$ cat src/hw/rtl/fr_pkg.sv
package fr_pkg;

  localparam int unsigned FRAC_BITS   = 16;
  localparam int unsigned DEN_BITS    = 16;
  localparam int unsigned IN_WIDTH    = 48;
  localparam int unsigned WHOLE_WIDTH = 32;
  localparam int unsigned PROD_WIDTH  = FRAC_BITS + DEN_BITS;
  localparam int unsigned SHIFT_WIDTH = $clog2(DEN_BITS);

  localparam logic [DEN_BITS-1:0] DEN_RESET = DEN_BITS'(64);

  typedef struct packed {
    logic load;
    logic mult;
    logic gcd_step;
    logic div_init;
    logic div_step;
    logic out_load;
  } cmd_t;

  typedef struct packed {
    logic n_zero;
    logic gcd_done;
  } sts_t;

endpackage

$ cat src/hw/rtl/fr_in_if.sv
interface fr_in_if;
  import fr_pkg::*;

  logic                       valid;
  logic                       ready;
  logic signed [IN_WIDTH-1:0] value_fixed;

  modport source (output valid, output value_fixed, input ready);
  modport sink (input valid, input value_fixed, output ready);
endinterface

$ cat src/hw/rtl/fr_out_if.sv
interface fr_out_if;
  import fr_pkg::*;

  logic                          valid;
  logic                          ready;
  logic signed [WHOLE_WIDTH-1:0] whole_part;
  logic        [DEN_BITS-1:0]    frac_numerator;
  logic        [DEN_BITS-1:0]    frac_denominator;

  modport source (output valid, output whole_part, output frac_numerator,
                  output frac_denominator, input ready);
  modport sink (input valid, input whole_part, input frac_numerator,
                input frac_denominator, output ready);
endinterface

$ cat src/hw/rtl/fr_cfg_if.sv
interface fr_cfg_if;
  import fr_pkg::*;

  logic                valid;
  logic                ready;
  logic [DEN_BITS-1:0] max_denominator;

  modport source (output valid, output max_denominator, input ready);
  modport sink (input valid, input max_denominator, output ready);
endinterface

$ cat src/hw/rtl/fr_ctrl.sv
module fr_ctrl (
  input  logic          clk_i,
  input  logic          rst_ni,
  input  logic          in_valid_i,
  output logic          in_ready_o,
  output logic          out_valid_o,
  input  logic          out_ready_i,
  input  fr_pkg::sts_t  sts_i,
  output fr_pkg::cmd_t  cmd_o
);
  import fr_pkg::*;

  typedef enum logic [4:0] {
    S_IDLE = 5'b00001,
    S_MUL  = 5'b00010,
    S_GCD  = 5'b00100,
    S_DIV  = 5'b01000,
    S_FIN  = 5'b10000
  } state_e;

  localparam logic [SHIFT_WIDTH-1:0] CNT_LAST = SHIFT_WIDTH'(DEN_BITS - 1);

  state_e                 state_q, state_d;
  logic [SHIFT_WIDTH-1:0] cnt_q, cnt_d;
  logic                   out_valid_q, out_valid_d;

  assign in_ready_o  = (state_q == S_IDLE);
  assign out_valid_o = out_valid_q;

  always_comb begin
    state_d = state_q;
    cnt_d   = cnt_q;
    cmd_o   = '0;
    unique case (state_q)
      S_IDLE: begin
        if (in_valid_i) begin
          cmd_o.load = 1'b1;
          state_d    = S_MUL;
        end
      end
      S_MUL: begin
        cmd_o.mult = 1'b1;
        state_d    = S_GCD;
      end
      S_GCD: begin
        if (sts_i.n_zero) begin
          state_d = S_FIN;
        end else if (sts_i.gcd_done) begin
          cmd_o.div_init = 1'b1;
          cnt_d          = '0;
          state_d        = S_DIV;
        end else begin
          cmd_o.gcd_step = 1'b1;
        end
      end
      S_DIV: begin
        cmd_o.div_step = 1'b1;
        cnt_d          = cnt_q + 1'b1;
        if (cnt_q == CNT_LAST) begin
          state_d = S_FIN;
        end
      end
      S_FIN: begin
        if (!out_valid_q || out_ready_i) begin
          cmd_o.out_load = 1'b1;
          state_d        = S_IDLE;
        end
      end
      default: state_d = S_IDLE;
    endcase
  end

  always_comb begin
    out_valid_d = out_valid_q;
    if (out_valid_q && out_ready_i) begin
      out_valid_d = 1'b0;
    end
    if (cmd_o.out_load) begin
      out_valid_d = 1'b1;
    end
  end

  always_ff @(posedge clk_i or negedge rst_ni) begin
    if (!rst_ni) begin
      state_q     <= S_IDLE;
      cnt_q       <= '0;
      out_valid_q <= 1'b0;
    end else begin
      state_q     <= state_d;
      cnt_q       <= cnt_d;
      out_valid_q <= out_valid_d;
    end
  end

  a_no_overwrite: assert property (@(posedge clk_i) disable iff (!rst_ni)
    cmd_o.out_load |-> (!out_valid_q || out_ready_i))
    else $error("result overwritten before it was taken");

  a_div_length: assert property (@(posedge clk_i) disable iff (!rst_ni)
    (state_q == S_DIV) && (cnt_q == CNT_LAST) |=> (state_q == S_FIN))
    else $error("divide did not end after its last step");

endmodule

$ cat src/hw/rtl/fr_dp.sv
module fr_dp (
  input  logic                               clk_i,
  input  logic                               rst_ni,
  input  logic [fr_pkg::IN_WIDTH-1:0]        in_value_i,
  input  logic                               cfg_valid_i,
  input  logic [fr_pkg::DEN_BITS-1:0]        cfg_data_i,
  input  fr_pkg::cmd_t                       cmd_i,
  output fr_pkg::sts_t                       sts_o,
  output logic [fr_pkg::WHOLE_WIDTH-1:0]     whole_o,
  output logic [fr_pkg::DEN_BITS-1:0]        num_o,
  output logic [fr_pkg::DEN_BITS-1:0]        den_o
);
  import fr_pkg::*;

  logic [DEN_BITS-1:0]    max_den_q;
  logic [IN_WIDTH-1:0]    mag_q;
  logic                   neg_q;
  logic [WHOLE_WIDTH-1:0] whole_q;
  logic [DEN_BITS-1:0]    n_q;
  logic [DEN_BITS-1:0]    a_q, b_q;
  logic [SHIFT_WIDTH-1:0] k_q;
  logic [DEN_BITS-1:0]    g_q;
  logic [DEN_BITS-1:0]    qn_q, qd_q, rn_q, rd_q;
  logic [WHOLE_WIDTH-1:0] out_whole_q;
  logic [DEN_BITS-1:0]    out_num_q, out_den_q;

  logic [IN_WIDTH-1:0]    mag_d;
  logic [IN_WIDTH-1:0]    whole_mag;
  logic [IN_WIDTH-1:0]    whole_sgn;
  logic [PROD_WIDTH-1:0]  prod;
  logic [DEN_BITS-1:0]    n_d;
  logic [DEN_BITS-1:0]    a_d, b_d;
  logic [SHIFT_WIDTH-1:0] k_d;
  logic [DEN_BITS:0]      rn_ext, rd_ext, rn_sub, rd_sub;

  assign mag_d     = in_value_i[IN_WIDTH-1] ? (~in_value_i + 1'b1) : in_value_i;
  assign whole_mag = mag_q >> FRAC_BITS;
  assign whole_sgn = neg_q ? (~whole_mag + 1'b1) : whole_mag;
  assign prod      = PROD_WIDTH'(mag_q[FRAC_BITS-1:0]) * PROD_WIDTH'(max_den_q);
  assign n_d       = prod[PROD_WIDTH-1:FRAC_BITS] + DEN_BITS'(prod[FRAC_BITS-1]);

  assign sts_o.n_zero   = (n_q == '0);
  assign sts_o.gcd_done = (a_q == b_q);

  // binary gcd: strip shared twos, halve a lone even operand, else shrink the larger odd one
  always_comb begin
    a_d = a_q;
    b_d = b_q;
    k_d = k_q;
    if (!a_q[0] && !b_q[0]) begin
      a_d = a_q >> 1;
      b_d = b_q >> 1;
      k_d = k_q + 1'b1;
    end else if (!a_q[0]) begin
      a_d = a_q >> 1;
    end else if (!b_q[0]) begin
      b_d = b_q >> 1;
    end else if (a_q > b_q) begin
      a_d = (a_q - b_q) >> 1;
    end else begin
      b_d = (b_q - a_q) >> 1;
    end
  end

  assign rn_ext = {rn_q, qn_q[DEN_BITS-1]};
  assign rd_ext = {rd_q, qd_q[DEN_BITS-1]};
  assign rn_sub = rn_ext - {1'b0, g_q};
  assign rd_sub = rd_ext - {1'b0, g_q};

  always_ff @(posedge clk_i or negedge rst_ni) begin
    if (!rst_ni) begin
      max_den_q <= DEN_RESET;
    end else if (cfg_valid_i) begin
      max_den_q <= cfg_data_i;
    end
  end

  always_ff @(posedge clk_i) begin
    if (cmd_i.load) begin
      mag_q <= mag_d;
      neg_q <= in_value_i[IN_WIDTH-1];
    end
    if (cmd_i.mult) begin
      whole_q <= whole_sgn[WHOLE_WIDTH-1:0];
      n_q     <= n_d;
      a_q     <= n_d;
      b_q     <= max_den_q;
      k_q     <= '0;
    end else if (cmd_i.gcd_step) begin
      a_q <= a_d;
      b_q <= b_d;
      k_q <= k_d;
    end
    if (cmd_i.div_init) begin
      g_q  <= a_q << k_q;
      qn_q <= n_q;
      qd_q <= max_den_q;
      rn_q <= '0;
      rd_q <= '0;
    end else if (cmd_i.div_step) begin
      if (!rn_sub[DEN_BITS]) begin
        rn_q <= rn_sub[DEN_BITS-1:0];
        qn_q <= {qn_q[DEN_BITS-2:0], 1'b1};
      end else begin
        rn_q <= rn_ext[DEN_BITS-1:0];
        qn_q <= {qn_q[DEN_BITS-2:0], 1'b0};
      end
      if (!rd_sub[DEN_BITS]) begin
        rd_q <= rd_sub[DEN_BITS-1:0];
        qd_q <= {qd_q[DEN_BITS-2:0], 1'b1};
      end else begin
        rd_q <= rd_ext[DEN_BITS-1:0];
        qd_q <= {qd_q[DEN_BITS-2:0], 1'b0};
      end
    end
    if (cmd_i.out_load) begin
      out_whole_q <= whole_q;
      if (sts_o.n_zero) begin
        out_num_q <= '0;
        out_den_q <= DEN_BITS'(1);
      end else begin
        out_num_q <= qn_q;
        out_den_q <= qd_q;
      end
    end
  end

  assign whole_o = out_whole_q;
  assign num_o   = out_num_q;
  assign den_o   = out_den_q;

  a_gcd_nonzero: assert property (@(posedge clk_i) disable iff (!rst_ni)
    cmd_i.gcd_step |=> (a_q != '0) && (b_q != '0))
    else $error("gcd operand reached zero");

  a_divisor_nonzero: assert property (@(posedge clk_i) disable iff (!rst_ni)
    cmd_i.div_step |-> (g_q != '0))
    else $error("divide by zero gcd");

  a_den_nonzero: assert property (@(posedge clk_i) disable iff (!rst_ni)
    cmd_i.out_load |=> (out_den_q != '0) && (out_num_q <= out_den_q))
    else $error("bad reduced fraction");

endmodule

$ cat src/hw/rtl/fraction_reducer.sv
// Sequence: load and multiply; a fraction that rounds to zero goes straight to the
//   result, else binary gcd steps (at most 2*DEN_BITS) and the divider run first.
// Throughput: one item at a time; the next input beat is taken the cycle after
//   the result is loaded, set by the gcd loop and the DEN_BITS-step divider.
// Reset: asynchronous, active low; clears control and sets max_denominator to 64.
module fraction_reducer (
  input  logic   clk_i,
  input  logic   rst_ni,
  fr_in_if.sink  in_i,
  fr_cfg_if.sink cfg_i,
  fr_out_if.source out_o
);
  import fr_pkg::*;

  cmd_t cmd;
  sts_t sts;
  logic [WHOLE_WIDTH-1:0] whole;

  assign cfg_i.ready = 1'b1;

  fr_ctrl u_ctrl (
    .clk_i       (clk_i),
    .rst_ni      (rst_ni),
    .in_valid_i  (in_i.valid),
    .in_ready_o  (in_i.ready),
    .out_valid_o (out_o.valid),
    .out_ready_i (out_o.ready),
    .sts_i       (sts),
    .cmd_o       (cmd)
  );

  fr_dp u_dp (
    .clk_i       (clk_i),
    .rst_ni      (rst_ni),
    .in_value_i  (in_i.value_fixed),
    .cfg_valid_i (cfg_i.valid),
    .cfg_data_i  (cfg_i.max_denominator),
    .cmd_i       (cmd),
    .sts_o       (sts),
    .whole_o     (whole),
    .num_o       (out_o.frac_numerator),
    .den_o       (out_o.frac_denominator)
  );

  assign out_o.whole_part = whole;

endmodule

$ cat src/flat_wrapper.sv
// flat-port wrapper written by rule: the top's interface ports become plain ports
module fraction_reducer_flat import fr_pkg::*;
  (clk_i, rst_ni, in_i_valid, in_i_value_fixed, in_i_ready, cfg_i_valid, cfg_i_max_denominator, cfg_i_ready, out_o_valid, out_o_whole_part, out_o_frac_numerator, out_o_frac_denominator, out_o_ready);
  fr_in_if in_i_i ();
  fr_cfg_if cfg_i_i ();
  fr_out_if out_o_i ();
  input  logic clk_i;
  input  logic rst_ni;
  input wire logic [$bits(in_i_i.valid)-1:0] in_i_valid;
  input wire logic [$bits(in_i_i.value_fixed)-1:0] in_i_value_fixed;
  output wire logic [$bits(in_i_i.ready)-1:0] in_i_ready;
  input wire logic [$bits(cfg_i_i.valid)-1:0] cfg_i_valid;
  input wire logic [$bits(cfg_i_i.max_denominator)-1:0] cfg_i_max_denominator;
  output wire logic [$bits(cfg_i_i.ready)-1:0] cfg_i_ready;
  output wire logic [$bits(out_o_i.valid)-1:0] out_o_valid;
  output wire logic [$bits(out_o_i.whole_part)-1:0] out_o_whole_part;
  output wire logic [$bits(out_o_i.frac_numerator)-1:0] out_o_frac_numerator;
  output wire logic [$bits(out_o_i.frac_denominator)-1:0] out_o_frac_denominator;
  input wire logic [$bits(out_o_i.ready)-1:0] out_o_ready;
  assign in_i_i.valid = in_i_valid;
  assign in_i_i.value_fixed = in_i_value_fixed;
  assign in_i_ready = in_i_i.ready;
  assign cfg_i_i.valid = cfg_i_valid;
  assign cfg_i_i.max_denominator = cfg_i_max_denominator;
  assign cfg_i_ready = cfg_i_i.ready;
  assign out_o_valid = out_o_i.valid;
  assign out_o_whole_part = out_o_i.whole_part;
  assign out_o_frac_numerator = out_o_i.frac_numerator;
  assign out_o_frac_denominator = out_o_i.frac_denominator;
  assign out_o_i.ready = out_o_ready;
  fraction_reducer u_core (.clk_i(clk_i), .rst_ni(rst_ni), .in_i(in_i_i), .cfg_i(cfg_i_i), .out_o(out_o_i));
endmodule
$ cat config.mk
export PLATFORM = sky130hd
export DESIGN_NAME = fraction_reducer_flat
export DESIGN_NICKNAME = d
export VERILOG_FILES = /design/src/hw/rtl/fr_pkg.sv /design/src/hw/rtl/fr_in_if.sv /design/src/hw/rtl/fr_out_if.sv /design/src/hw/rtl/fr_cfg_if.sv /design/src/hw/rtl/fr_ctrl.sv /design/src/hw/rtl/fr_dp.sv /design/src/hw/rtl/fraction_reducer.sv /design/src/flat_wrapper.sv
export SDC_FILE = /design/constraint.sdc
export NUM_CORES = 1
export LEC_CHECK = 0
export BUFFER_PORTS_ARGS = -buffer_cell sky130_fd_sc_hd__buf_2
export CAP_MARGIN = 20
export CORE_MARGIN = 4
export CORE_UTILIZATION = 55
export DETAILED_ROUTE_END_ITERATION = 10
export PLACE_DENSITY = 0.76
export SLEW_MARGIN = 20
export SYNTH_ARGS = -nofsm -noshare
export SYNTH_HDL_FRONTEND = slang
export SYNTH_SLANG_ARGS = --single-unit
$ cat constraint.sdc
create_clock -name clk_i -period 7.6 [get_ports clk_i]
set_input_delay 0 -clock clk_i [delete_from_list [all_inputs] [get_ports clk_i]]
set_output_delay 0 -clock clk_i [all_outputs]
set_load 0.005 [all_outputs]
==> impl_metrics.env <==
export IMPL_yosys_cell_count_top_type="sky130_fd_sc_hd__nand2_1"
export IMPL_whs_path_depth=2
export IMPL_worst_setup_hold_path_clk_slew_ns=0.06
export IMPL_drc_violation_count_after_routing=0
export IMPL_layout_worst_path_cycle_share_pct=96.3
export IMPL_max_buffers_root_to_sink=3
export IMPL_routed_wirelength_um=65700
export IMPL_timing_fmax_mhz=137
export IMPL_worst_path_required_time_ns=7.87
export IMPL_syn_area_mm2=0.0246
export IMPL_final_max_slew_viol_count=0
export IMPL_first_pass_iters=6
export IMPL_holdCritPathClass="in -> reg"
export IMPL_synth_async_reset_ratio_pct=8.58
export IMPL_viasPerCell=5.74
export IMPL_ys_warnings_count=0
export IMPL_fp_row_count=77
export IMPL_crit_arrival_ns=7.58
export IMPL_synth_largest_area_cell="sky130_fd_sc_hd__edfxtp_1"
export IMPL_synth_edff_count=241
export IMPL_fill_cells=3463
export IMPL_io_pin_count=136
export IMPL_slew_headroom_pct=27.5
export IMPL_pre_cts_slack_ns=0.185
export IMPL_floorplan_die_width_um=220
export IMPL_rr_worst_depth=22
export IMPL_worstSetupStartpointType="register"
export IMPL_netlist_top_cells_area="sky130_fd_sc_hd__edfxtp_1 (29%), sky130_fd_sc_hd__fa_1 (16%), sky130_fd_sc_hd__ha_1 (8.7%), sky130_fd_sc_hd__nand2_1 (5.6%), sky130_fd_sc_hd__inv_1 (4.6%)"
export IMPL_synth_flop_cell="sky130_fd_sc_hd__edfxtp_1"
export IMPL_synth_nets=2923
export IMPL_hpwl_um=49300
export IMPL_placed_cell_area_mm2=0.0261
export IMPL_floorplan_initialDensity_pct=55.7
export IMPL_layout_min_cycle_time_ns=7.32
export IMPL_crit_path_max_fanout=13
export IMPL_netlist_cell_types=84
export IMPL_crit_type="reg -> reg"
export IMPL_tritoncts="yes"
export IMPL_wl_per_cell_um=19.7
export IMPL_initial_antenna_violation_count=0
export IMPL_synth_top_cell_area_share_pct=29.4
export IMPL_finalNetCount=3148
export IMPL_count_of_h_tree_levels_built_during_cts=2
export IMPL_tritoncts_num_buffers=35
export IMPL_cts_root_buf="sky130_fd_sc_hd__clkbuf_16"
export IMPL_first_iter_violations=1854
export IMPL_synth_sequential_area_ratio_pct=34.9
export IMPL_gp_routability_congestion=0.949
export IMPL_flow_area_growth_from_synthesis_pct=14.8
export IMPL_layout_setup_ws_ns=0.282
export IMPL_io_buffers=134
export IMPL_die_h_um=220
export IMPL_placeable_core_region_mm2=0.0442
export IMPL_worst_pin_slew_ns=1.08
export IMPL_grt_first_pass_wirelength_um=104000
export IMPL_die_area_mm2=0.0483
export IMPL_worst_case_hold_path_end_point="u_core.u_dp.max_den_q[3]"
export IMPL_worstReg2RegEnd="u_core.u_dp.a_q[15]"
export IMPL_rr_startpoint="u_core.u_dp.max_den_q[5]"
export IMPL_post_synth_most_frequent_cells="sky130_fd_sc_hd__nand2_1 (369), sky130_fd_sc_hd__inv_1 (300), sky130_fd_sc_hd__edfxtp_1 (241)"
export IMPL_grt_start_max_net_pins=79
export IMPL_ant_nets=0
export IMPL_crit_path_end_kind="register"
export IMPL_clock_insertion_delay_worst_skew_ns=0.57
export IMPL_synthesis_area_per_instance_um2=9.92
export IMPL_run_status="complete, no violations"
export IMPL_clock_skew_final_ns=0.0359
export IMPL_share_of_cells_above_drive_strength_1_pct=11.4
export IMPL_setup_viol=0
export IMPL_postSynthRegisterBits=303
export IMPL_cts_sinks=303
export IMPL_routed_via_count=19100
export IMPL_finalHoldViolations=0
export IMPL_grt_total_usage_pct=27.3
export IMPL_worst_r2r_setup_slack_ns=0.28
export IMPL_max_cap_violations=0
export IMPL_syn_instance_count=2485
export IMPL_globalRouteOverflowTotal=0
export IMPL_area_of_the_multi_input_gates_mm2=0.0146
export IMPL_finish_instance_area_mm2=0.0283
export IMPL_grt_pass1_vias=19400
export IMPL_worst_hold_slack_ns=0.0330
export IMPL_hold_startpoint="cfg_i_valid"
export IMPL_sequential_cell_area_mm2=0.00862
flip-flops by register name, summed over array words and instances (netlist names), 4 cells and up:
register               count
u_core.u_dp.k_q            4
u_core.u_dp.b_q           16
u_core.u_dp.whole_o       32
u_core.u_dp.mag_q         48
u_core.u_dp.g_q           16
u_core.u_dp.rd_q          16
u_core.u_ctrl.cnt_q        4
u_core.u_dp.max_den_q     16
u_core.u_dp.a_q           16
u_core.u_dp.num_o         16
u_core.u_dp.qd_q          16
u_core.u_dp.whole_q       32
u_core.u_dp.qn_q          16
u_core.u_dp.rn_q          16
u_core.u_dp.den_o         16
u_core.u_ctrl.state_q      5
u_core.u_dp.n_q           16
metal layers:
metal	part of all wire (%)	vias up	track usage, %
met2	47	839	43.5
met5	0	-	0
met4	3.3	0	9.15
li1	-	8795	-
met3	9.0	155	6.69
met1	41	9326	37.0
kinds of logic (layout without fill, tap and decap cells):
| logic type | count (synthesis) | count (layout) | synth area share, % |
|---|---|---|---|
| muxes | 62 | 62 | 2.76 |
| xor gates and xnor gates | 152 | 152 | 5.40 |
| and+or+nand+nor | 824 | 824 | 16.2 |
| AOI/OAI and AO/OA | 361 | 361 | 9.60 |
| other | 1 | 4 | 0.0152 |
| buffers and inverters | 413 | 665 | 6.39 |
| DFF | 303 | 303 | 34.9 |
| adders and majority gates | 369 | 369 | 24.7 |
worst max-delay path by stage:
stage	startpoint	endpoint	slack, ns	cells past startpoint
after floorplan	u_core.u_dp.max_den_q[12]	u_core.u_dp.a_q[15]	0.36	23
after global placement	u_core.u_dp.mag_q[6]	u_core.u_dp.a_q[9]	0.38	23
after global routing	u_core.u_dp.mag_q[11]	u_core.u_dp.n_q[15]	-0.03	22
final	u_core.u_dp.max_den_q[5]	u_core.u_dp.a_q[15]	0.28	22
after CTS	u_core.u_dp.mag_q[6]	u_core.u_dp.a_q[15]	0.13	22
after detailed placement	u_core.u_dp.mag_q[6]	u_core.u_dp.a_q[9]	0.18	23
cell type report:
type	count	share of cell area, %
Tap cell	592	2.62
Antenna cell	3	0.0265
Clock buffer	48	3.41
Sequential cell	303	30.4
Multi-Input combinational cell	1769	51.4
Timing Repair Buffer	299	7.68
Inverter	302	4.01
Clock inverter	16	0.402
critical path: stages, from the launching register on:
cell and delay, ns:
sky130_fd_sc_hd__dfrtp_1 0.54, sky130_fd_sc_hd__and2_1 0.26, sky130_fd_sc_hd__fa_1 0.51, sky130_fd_sc_hd__inv_1 0.06, sky130_fd_sc_hd__fa_1 0.53, sky130_fd_sc_hd__inv_1 0.05
sky130_fd_sc_hd__fa_1 0.53, sky130_fd_sc_hd__fa_1 0.45, sky130_fd_sc_hd__fa_1 0.57, sky130_fd_sc_hd__inv_1 0.06, sky130_fd_sc_hd__fa_1 0.55, sky130_fd_sc_hd__inv_1 0.05
sky130_fd_sc_hd__ha_1 0.31, sky130_fd_sc_hd__a21o_1 0.23, sky130_fd_sc_hd__a21o_1 0.19, sky130_fd_sc_hd__a21oi_1 0.28, sky130_fd_sc_hd__mux2_2 0.39, sky130_fd_sc_hd__a311oi_2 0.32
sky130_fd_sc_hd__o2111ai_2 0.24, sky130_fd_sc_hd__nor3_2 0.22, sky130_fd_sc_hd__nand4_1 0.22, sky130_fd_sc_hd__a311oi_2 0.35, sky130_fd_sc_hd__a31oi_1 0.11
repair_timing:
action / in CTS / in global routing
hold buffers: 102 / 0
gates resized for setup: 0 / 14
setup buffers: 0 / 8
hold endpoints to repair: 94 / 0
setup endpoints to repair: 0 / 11
cells in the final DEF, fill, tap and decap left out, types with 84 or more instances in the layout:
| master | count |
|---|---|
| sky130_fd_sc_hd__ha_1 | 172 |
| sky130_fd_sc_hd__xnor2_1 | 126 |
| sky130_fd_sc_hd__edfxtp_1 | 241 |
| sky130_fd_sc_hd__nand2_1 | 369 |
| sky130_fd_sc_hd__dlygate4sd3_1 | 102 |
| sky130_fd_sc_hd__a21oi_1 | 84 |
| sky130_fd_sc_hd__inv_1 | 299 |
| sky130_fd_sc_hd__buf_2 | 134 |
| sky130_fd_sc_hd__fa_1 | 197 |
| sky130_fd_sc_hd__and2_1 | 142 |
| sky130_fd_sc_hd__nor2_1 | 98 |
| sky130_fd_sc_hd__o21ai_0 | 95 |
per-stage QoR:
step / TNS (ns) / util [%] / cells
after CTS: 0 / 63.7 / 3320
after global routing: -0.0551 / 64.0 / 3329
after floorplan: 0 / - / 2485
after global placement: 0 / 58.9 / 3154
after detailed placement: 0 / 58.9 / 3154
final: 0 / 64.0 / 3332
Power is left out: the tool's default activity adds up to more than one toggle a clock period on the data nets, which glitch-free logic cannot reach.
